--- config.mk ---
export PLATFORM = sky130hd
export DESIGN_NAME = lru_key_value_cache_flat
export DESIGN_NICKNAME = d
export VERILOG_FILES = /design/src/rtl/core/lkv_pkg.sv /design/src/rtl/core/lkv_in_if.sv /design/src/rtl/core/lkv_out_if.sv /design/src/rtl/core/lru_key_value_cache.sv /design/src/rtl/core/lkv_cell.sv /design/src/flat_wrapper.sv
export SDC_FILE = /design/constraint.sdc
export NUM_CORES = 1
export LEC_CHECK = 0
export BUFFER_PORTS_ARGS = -buffer_cell sky130_fd_sc_hd__buf_2
export CORE_UTILIZATION = 25
export DETAILED_ROUTE_END_ITERATION = 7
export SYNTH_ARGS = -nofsm -noshare
export SYNTH_HDL_FRONTEND = slang
export SYNTH_HIERARCHICAL = 1
export SYNTH_SLANG_ARGS = --single-unit
--- constraint.sdc ---
create_clock -name clk -period 23.7 [get_ports clk]
set_input_delay 4.74 -clock clk [delete_from_list [all_inputs] [get_ports clk]]
set_output_delay 4.74 -clock clk [all_outputs]
set_load 0.005 [all_outputs]
--- src/rtl/core/lkv_pkg.sv ---
// ----------------------------------------------------------------------------
// lkv_pkg: shared types and constants of the LRU key/value cache
// Entry and cell control structs, sizes and the controller state type.
// ----------------------------------------------------------------------------
package lkv_pkg;

  // Number of cells in the chain.
  localparam int ENTRIES = 16;

  // Field widths.
  localparam int KEY_W = 32;
  localparam int DATA_W = 32;
  localparam int CAP_W = 5;

  // Cell position and fill count widths follow from the depth.
  localparam int IDX_W = (ENTRIES > 1) ? $clog2(ENTRIES) : 1;
  localparam int CNT_W = $clog2(ENTRIES + 1);

  // Capacity register value after reset.
  localparam logic [CAP_W-1:0] CAP_RESET = 5'd16;

  // Operation codes of the func field.
  localparam logic FUNC_GET = 1'b0;
  localparam logic FUNC_SET = 1'b1;

  // One stored entry as it moves from cell to cell.
  typedef struct packed {
    logic              valid;
    logic [KEY_W-1:0]  key;
    logic [DATA_W-1:0] data;
  } lkv_entry_t;

  // Control that the controller broadcasts to every cell.
  typedef struct packed {
    logic             lookup;
    logic             update;
    logic             hit;
    logic             set_miss;
    logic [IDX_W-1:0] miss_pos;
  } lkv_cell_ctl_t;

  // Controller states.
  typedef enum logic [1:0] {
    ST_IDLE,
    ST_LOOKUP,
    ST_UPDATE
  } lkv_state_t;

endpackage

--- src/rtl/core/lkv_in_if.sv ---
// ----------------------------------------------------------------------------
// lkv_in_if: request channel of the LRU key/value cache
// Carries one get or set request word with a valid/ready handshake.
// ----------------------------------------------------------------------------
interface lkv_in_if;
  import lkv_pkg::*;

  logic              valid;
  logic              ready;
  logic              func;
  logic [KEY_W-1:0]  key;
  logic [DATA_W-1:0] value;

  modport source (output valid, output func, output key, output value, input ready);
  modport sink (input valid, input func, input key, input value, output ready);

endinterface

--- src/rtl/core/lkv_out_if.sv ---
// ----------------------------------------------------------------------------
// lkv_out_if: result channel of the LRU key/value cache
// Carries one result word (found flag and read value) with valid/ready.
// ----------------------------------------------------------------------------
interface lkv_out_if;
  import lkv_pkg::*;

  logic              valid;
  logic              ready;
  logic              found;
  logic [DATA_W-1:0] read_value;

  modport source (output valid, output found, output read_value, input ready);
  modport sink (input valid, input found, input read_value, output ready);

endinterface

--- src/rtl/core/lru_key_value_cache.sv ---
// ----------------------------------------------------------------------------
// lru_key_value_cache: fully associative key/value cache with LRU replacement
// Top level: request capture, lookup/update controller, chain of cells and
// result register.
// ----------------------------------------------------------------------------
// The cache keeps its entries in a chain of cells ordered by recency, the
// most recent in cell 0. Each request has a lookup cycle in which every cell
// compares its key, then an update cycle in which the cells up to the hit (or
// the chosen slot on a set miss) shift one place and the request's entry
// enters cell 0; a get miss leaves the chain as it is. A new request is taken
// while idle or in the update cycle of the previous one, once the result
// register is free; the result register lets the next lookup run while a
// result waits to be taken. A set miss fills a free cell while fewer entries
// are held than the capacity register allows (0 acts as 1, above the depth as
// the depth) and otherwise evicts the least recent entry. A get miss returns
// found = 0 and a read value of 0. Valid bits and the fill count clear at reset.
module lru_key_value_cache import lkv_pkg::*; (
  input  logic             clk,
  input  logic             rst_n,
  input  logic             cfg_wr_en,
  input  logic [CAP_W-1:0] cfg_wr_data,
  lkv_in_if.sink           in_ch,
  lkv_out_if.source        out_ch
);

  lkv_state_t        state_r;
  lkv_state_t        state_nxt;
  logic              func_r;
  logic [KEY_W-1:0]  key_r;
  logic [DATA_W-1:0] value_r;
  logic              hit_r;
  logic [DATA_W-1:0] hit_data_r;
  logic [DATA_W-1:0] hit_data;
  logic              can_fill_r;
  logic [IDX_W-1:0]  miss_pos_r;
  logic [CNT_W-1:0]  fill_r;
  logic [CAP_W-1:0]  cap_r;
  logic [CNT_W-1:0]  cap_eff;
  logic              can_fill;
  logic [IDX_W-1:0]  miss_pos;
  logic              out_valid_r;
  logic              out_found_r;
  logic [DATA_W-1:0] out_read_value_r;
  logic              out_free;
  logic              in_fire;
  logic              do_update;
  lkv_cell_ctl_t     cell_ctl;
  lkv_entry_t        new_entry;
  lkv_entry_t        cell_entry [ENTRIES];
  logic [ENTRIES-1:0] match_vec;
  logic [ENTRIES-1:0] valid_vec;
  logic [ENTRIES:0]   take_chain;

  // Handshakes.
  assign out_free   = !out_valid_r || out_ch.ready;
  assign in_ch.ready = (state_r == ST_IDLE) || ((state_r == ST_UPDATE) && out_free);
  assign in_fire    = in_ch.valid && in_ch.ready;
  assign do_update  = (state_r == ST_UPDATE) && out_free;

  // Capacity register.
  always_ff @(posedge clk) begin
    if (!rst_n) begin
      cap_r <= CAP_RESET;
    end else if (cfg_wr_en) begin
      cap_r <= cfg_wr_data;
    end
  end

  // Effective capacity: zero acts as one, large values saturate at the depth.
  always_comb begin
    if (cap_r == '0) begin
      cap_eff = CNT_W'(1);
    end else if (32'(cap_r) > 32'(ENTRIES)) begin
      cap_eff = CNT_W'(ENTRIES);
    end else begin
      cap_eff = CNT_W'(cap_r);
    end
  end

  // A set miss fills the next free cell or replaces the last (least recent) one.
  assign can_fill = fill_r < cap_eff;
  assign miss_pos = can_fill ? IDX_W'(fill_r) : IDX_W'(fill_r - CNT_W'(1));

  // Request capture.
  always_ff @(posedge clk) begin
    if (in_fire) begin
      func_r  <= in_ch.func;
      key_r   <= in_ch.key;
      value_r <= in_ch.value;
    end
  end

  // Controller state register.
  always_ff @(posedge clk) begin
    if (!rst_n) begin
      state_r <= ST_IDLE;
    end else begin
      state_r <= state_nxt;
    end
  end

  // Next state.
  always_comb begin
    state_nxt = state_r;
    case (state_r)
      ST_IDLE: begin
        if (in_fire) begin
          state_nxt = ST_LOOKUP;
        end
      end
      ST_LOOKUP: begin
        state_nxt = ST_UPDATE;
      end
      ST_UPDATE: begin
        if (out_free) begin
          state_nxt = in_fire ? ST_LOOKUP : ST_IDLE;
        end
      end
      default: begin
        state_nxt = ST_IDLE;
      end
    endcase
  end

  // Data of the hit cell; at most one cell matches.
  always_comb begin
    hit_data = '0;
    for (int i = 0; i < ENTRIES; i++) begin
      if (match_vec[i]) begin
        hit_data = hit_data | cell_entry[i].data;
      end
    end
  end

  // Lookup results held for the update cycle.
  always_ff @(posedge clk) begin
    if (state_r == ST_LOOKUP) begin
      hit_r      <= |match_vec;
      hit_data_r <= hit_data;
      can_fill_r <= can_fill;
      miss_pos_r <= miss_pos;
    end
  end

  // Fill count grows on every set miss that takes a free cell.
  always_ff @(posedge clk) begin
    if (!rst_n) begin
      fill_r <= '0;
    end else if (do_update && (func_r == FUNC_SET) && !hit_r && can_fill_r) begin
      fill_r <= fill_r + CNT_W'(1);
    end
  end

  // Result register.
  always_ff @(posedge clk) begin
    if (!rst_n) begin
      out_valid_r <= 1'b0;
    end else if (do_update) begin
      out_valid_r <= 1'b1;
    end else if (out_ch.ready) begin
      out_valid_r <= 1'b0;
    end
  end

  always_ff @(posedge clk) begin
    if (do_update) begin
      out_found_r      <= hit_r;
      out_read_value_r <= (hit_r && (func_r == FUNC_GET)) ? hit_data_r : '0;
    end
  end

  assign out_ch.valid      = out_valid_r;
  assign out_ch.found      = out_found_r;
  assign out_ch.read_value = out_read_value_r;

  // Control broadcast to the cells; a get miss leaves the chain untouched.
  assign cell_ctl = '{
    lookup:   (state_r == ST_LOOKUP),
    update:   do_update,
    hit:      hit_r,
    set_miss: (func_r == FUNC_SET) && !hit_r,
    miss_pos: miss_pos_r
  };

  // On a hit or a set, the request's entry becomes the most recent one.
  assign new_entry = '{
    valid: 1'b1,
    key:   key_r,
    data:  (func_r == FUNC_SET) ? value_r : hit_data_r
  };

  // Chain of cells, cell 0 most recent.
  assign take_chain[ENTRIES] = 1'b0;

  for (genvar g = 0; g < ENTRIES; g++) begin : g_cell
    lkv_entry_t entry_src;

    if (g == 0) begin : g_head
      assign entry_src = new_entry;
    end else begin : g_body
      assign entry_src = cell_entry[g-1];
    end

    lkv_cell u_cell (
      .clk        (clk),
      .rst_n      (rst_n),
      .cell_idx   (IDX_W'(g)),
      .ctl        (cell_ctl),
      .search_key (key_r),
      .entry_in   (entry_src),
      .take_in    (take_chain[g+1]),
      .take_out   (take_chain[g]),
      .match      (match_vec[g]),
      .entry_out  (cell_entry[g])
    );

    assign valid_vec[g] = cell_entry[g].valid;
  end

  // Keys are unique, so a lookup never matches more than one cell.
  a_match_unique: assert property (@(posedge clk) disable iff (!rst_n)
    (state_r == ST_LOOKUP) |-> $onehot0(match_vec))
    else $error("more than one cell matches the search key");

  // Valid cells always equal the fill count.
  a_fill_tracks_valid: assert property (@(posedge clk) disable iff (!rst_n)
    $countones(valid_vec) == 32'(fill_r))
    else $error("fill count disagrees with valid cells");

  // The fill count never exceeds the depth.
  a_fill_bound: assert property (@(posedge clk) disable iff (!rst_n)
    32'(fill_r) <= 32'(ENTRIES))
    else $error("fill count above depth");

  // An accepted request is looked up in the next cycle.
  a_accept_to_lookup: assert property (@(posedge clk) disable iff (!rst_n)
    in_fire |=> (state_r == ST_LOOKUP))
    else $error("accepted request not looked up");

  // Every update produces a result word.
  a_update_to_result: assert property (@(posedge clk) disable iff (!rst_n)
    do_update |=> out_valid_r)
    else $error("update without result");

endmodule

--- src/rtl/core/lkv_cell.sv ---
// ----------------------------------------------------------------------------
// lkv_cell: one storage cell of the recency-ordered chain
// Holds one entry, compares it against the search key and, on update, takes
// the entry of its more recent neighbor when the shift window covers it.
// ----------------------------------------------------------------------------
module lkv_cell import lkv_pkg::*; (
  input  logic             clk,
  input  logic             rst_n,
  input  logic [IDX_W-1:0] cell_idx,
  input  lkv_cell_ctl_t    ctl,
  input  logic [KEY_W-1:0] search_key,
  input  lkv_entry_t       entry_in,
  input  logic             take_in,
  output logic             take_out,
  output logic             match,
  output lkv_entry_t       entry_out
);

  logic              valid_r;
  logic [KEY_W-1:0]  key_r;
  logic [DATA_W-1:0] data_r;
  logic              match_r;
  logic              sel;

  // Associative compare against the search key.
  assign match = valid_r && (key_r == search_key);

  // This cell is the end of the shift window: the hit cell, or the slot
  // chosen for a set miss.
  assign sel = ctl.hit ? match_r : (ctl.set_miss && (cell_idx == ctl.miss_pos));

  // The window covers every cell at or before its end.
  assign take_out = sel || take_in;

  assign entry_out = '{valid: valid_r, key: key_r, data: data_r};

  // Match flag held from the lookup cycle to the update cycle.
  always_ff @(posedge clk) begin
    if (!rst_n) begin
      match_r <= 1'b0;
    end else if (ctl.lookup) begin
      match_r <= match;
    end
  end

  // Valid bit shifts along with the entry.
  always_ff @(posedge clk) begin
    if (!rst_n) begin
      valid_r <= 1'b0;
    end else if (ctl.update && take_out) begin
      valid_r <= entry_in.valid;
    end
  end

  // Key and data need no reset.
  always_ff @(posedge clk) begin
    if (ctl.update && take_out) begin
      key_r  <= entry_in.key;
      data_r <= entry_in.data;
    end
  end

endmodule
--- src/flat_wrapper.sv ---
// flat-port wrapper written by rule: the top's interface ports become plain ports
module lru_key_value_cache_flat import lkv_pkg::*;
  (clk, rst_n, cfg_wr_en, cfg_wr_data, in_ch_valid, in_ch_func, in_ch_key, in_ch_value, in_ch_ready, out_ch_valid, out_ch_found, out_ch_read_value, out_ch_ready);
  lkv_in_if in_ch_i ();
  lkv_out_if out_ch_i ();
  input  logic clk;
  input  logic rst_n;
  input  logic cfg_wr_en;
  input  logic [CAP_W-1:0] cfg_wr_data;
  input wire logic [$bits(in_ch_i.valid)-1:0] in_ch_valid;
  input wire logic [$bits(in_ch_i.func)-1:0] in_ch_func;
  input wire logic [$bits(in_ch_i.key)-1:0] in_ch_key;
  input wire logic [$bits(in_ch_i.value)-1:0] in_ch_value;
  output wire logic [$bits(in_ch_i.ready)-1:0] in_ch_ready;
  output wire logic [$bits(out_ch_i.valid)-1:0] out_ch_valid;
  output wire logic [$bits(out_ch_i.found)-1:0] out_ch_found;
  output wire logic [$bits(out_ch_i.read_value)-1:0] out_ch_read_value;
  input wire logic [$bits(out_ch_i.ready)-1:0] out_ch_ready;
  assign in_ch_i.valid = in_ch_valid;
  assign in_ch_i.func = in_ch_func;
  assign in_ch_i.key = in_ch_key;
  assign in_ch_i.value = in_ch_value;
  assign in_ch_ready = in_ch_i.ready;
  assign out_ch_valid = out_ch_i.valid;
  assign out_ch_found = out_ch_i.found;
  assign out_ch_read_value = out_ch_i.read_value;
  assign out_ch_i.ready = out_ch_ready;
  lru_key_value_cache u_core (.clk(clk), .rst_n(rst_n), .cfg_wr_en(cfg_wr_en), .cfg_wr_data(cfg_wr_data), .in_ch(in_ch_i), .out_ch(out_ch_i));
endmodule
==> results.toml <==
[timing]
tightest_slew_ns = 1.33
finalHoldViolations = 0
fmax_ghz = 0.0978
tns_ns = 0
skew_ns = 0.0249
fin_crit_ns = 10.22
setup_viol = 0
rsz0062_at_grt = "false"
timing.slew.headroom = 0.114
layout_worst_path_cycle_share = 0.431
drv_slew = 0
whs_ns = 0.438

[setup_path]
critPathSlowestCell = "nor2b_2"
path_max_fanout = 5
cpMostUsedCell = "buf_2"
path_delay_family = "simple AND/OR/NAND/NOR gates"
path_cells = "buf_2 > nor2b_2 > a21oi_1 > buf_2"
crit_type = "in -> out"
end_kind = "output port"
worst-path-buf-inv = 2
startpoint_type = "primary input"
crit_path_max_incr_delay_ns = 0.32
worstPathArrival_ns = 5.48
worst_ep_required_time_ns = 18.96

[hold_path]
worstHoldPathType = "reg -> reg"

[floorplan]
io_pins = 110
dieArea_mm2 = 0.194
start_util = 0.252
std_cell_rows = 160
dieWidth_um = 441
core_area_mm2 = 0.191
die_y_um = 441

[placed_design]
globalplace.congestion = 0.809
place_hpwl_um = 74800
port-buffer-count = 109

[routing]
ant_nets = 0
dr.pass1.iters = 6
wire_per_inst_um = 21.4
drt-total-wl_um = 122000
drc = 0
vias = 25917
drt_iter0_drc = 2529
viasPerCell = 4.54

[clocking]
numCtsBuffers = 131
cts-root-buf = "clkbuf_16"
clkTransAtPathRegs_ns = 0.06
post_cts_resize_count = 0
clock_path_buffers = 3
cts_setup_buffers = 0
htreeDepth = 4
hold_buffers = 0
cts_tree = "done"
clock_latency_ns = 0.76
clock_sinks = 1205

[power]
p_total_mw = 4.53
power-per-cell-area_mw_per_mm2 = 80.3
ir_worst_vdd_mv = 0.0774
p_leak_nw = 17.7

[layout]
register_area_mm2 = 0.0357
area_growth_pct = 17.2
drive_above_1_share = 0.161
fillers = 18720
num-nets-final = 3178
multiInputGateArea_mm2 = 0.0122

[grt]
antenna_found_initial = 10
overflow = 0
track_usage = 0.125
grt_max_degree = 79
grt_pass1_wl_um = 177000
grt_pass1_vias = 26398

[run_status]
status = "finished clean"

[synthesis]
synthCells = 2762
syn_area_mm2 = 0.0481
synth_area_per_cell_um2 = 17.4
yosysWarnings = 6

[run]
drv_cap = 0
layout make-up:
cell class,instances,share of cell area
timing repair buffer,179,0.0190
inverter,36,0.00240
antenna,1,0.0000444
clock inverter,60,0.00889
multi-input combinational,1544,0.217
sequential,1205,0.633
tap,2511,0.0557
clock buffer,174,0.0636
routing by layer:
layer | vias up | GRT usage | wire (um)
li1 | 11493 | - | -
met1 | 13212 | 0.163 | 50700
met2 | 1039 | 0.204 | 59000
met4 | 0 | 0.0378 | 2450
met5 | - | 0 | 0
met3 | 173 | 0.0293 | 10000
path summary, 6_finish.rpt:
check	start	end	slack (ns)	depth (start not counted)
worst max-delay path	out_ch_ready	in_ch_ready	13.48	4
worst min-delay path	u_core/g_cell[3].u_cell/data_r[1]$_DFFE_PP_	u_core/g_cell[4].u_cell/data_r[1]$_DFFE_PP_	0.44	0
worst max register to register	u_core/func_r$_DFFE_PP_	u_core/g_cell[0].u_cell/data_r[3]$_DFFE_PP_	15.50	37
worst min register to register	u_core/g_cell[3].u_cell/data_r[1]$_DFFE_PP_	u_core/g_cell[4].u_cell/data_r[1]$_DFFE_PP_	0.44	0
report_power, final:
group	switching, mW	leakage, nW	internal, mW
registers	0.0370	10.9	2.36
logic	0.104	4.79	0.0657
clock network	0.836	1.99	1.12
total	0.977	17.7	3.55
through the flow:
stage | util | instances | cell area, um^2 | worst slack [ns]
global route | 0.296 | 5709 | 56400 | 13.41
detailed placement | 0.274 | 5475 | 52300 | 13.46
finish | 0.296 | 5710 | 56400 | 13.48
CTS | 0.296 | 5709 | 56400 | 13.46
floorplan | - | 2874 | 48500 | 13.84
global placement | 0.274 | 5475 | 52300 | 13.46
state kept, by name, indices dropped and copies added (netlist names):
register / flops
u_core/out_ch.found: 1
u_core/cap_r: 5
u_core/hit_data_r: 32
u_core/key_r: 32
u_core/value_r: 32
u_core/hit_r: 1
u_core/g_cell.u_cell/valid_r: 16
u_core/g_cell.u_cell/match_r: 16
u_core/state_r: 2
u_core/out_ch.valid: 1
u_core/out_ch.read_value: 32
u_core/g_cell.u_cell/key_r: 512
u_core/can_fill_r: 1
u_core/func_r: 1
u_core/miss_pos_r: 4
u_core/fill_r: 5
u_core/g_cell.u_cell/data_r: 512
placed cells by master, fill, tap and decap left out, drive strengths merged, types with 45 or more instances in the layout:
cell type     n
xnor2       372
nand4       162
dfxtp        45
clkbuf      174
a221oi      128
nand2        71
xor2        162
nor4         70
buf         179
a22o        144
edfxtp     1160
clkinv       45
conb        114
Power figures use the tool's default switching activity.
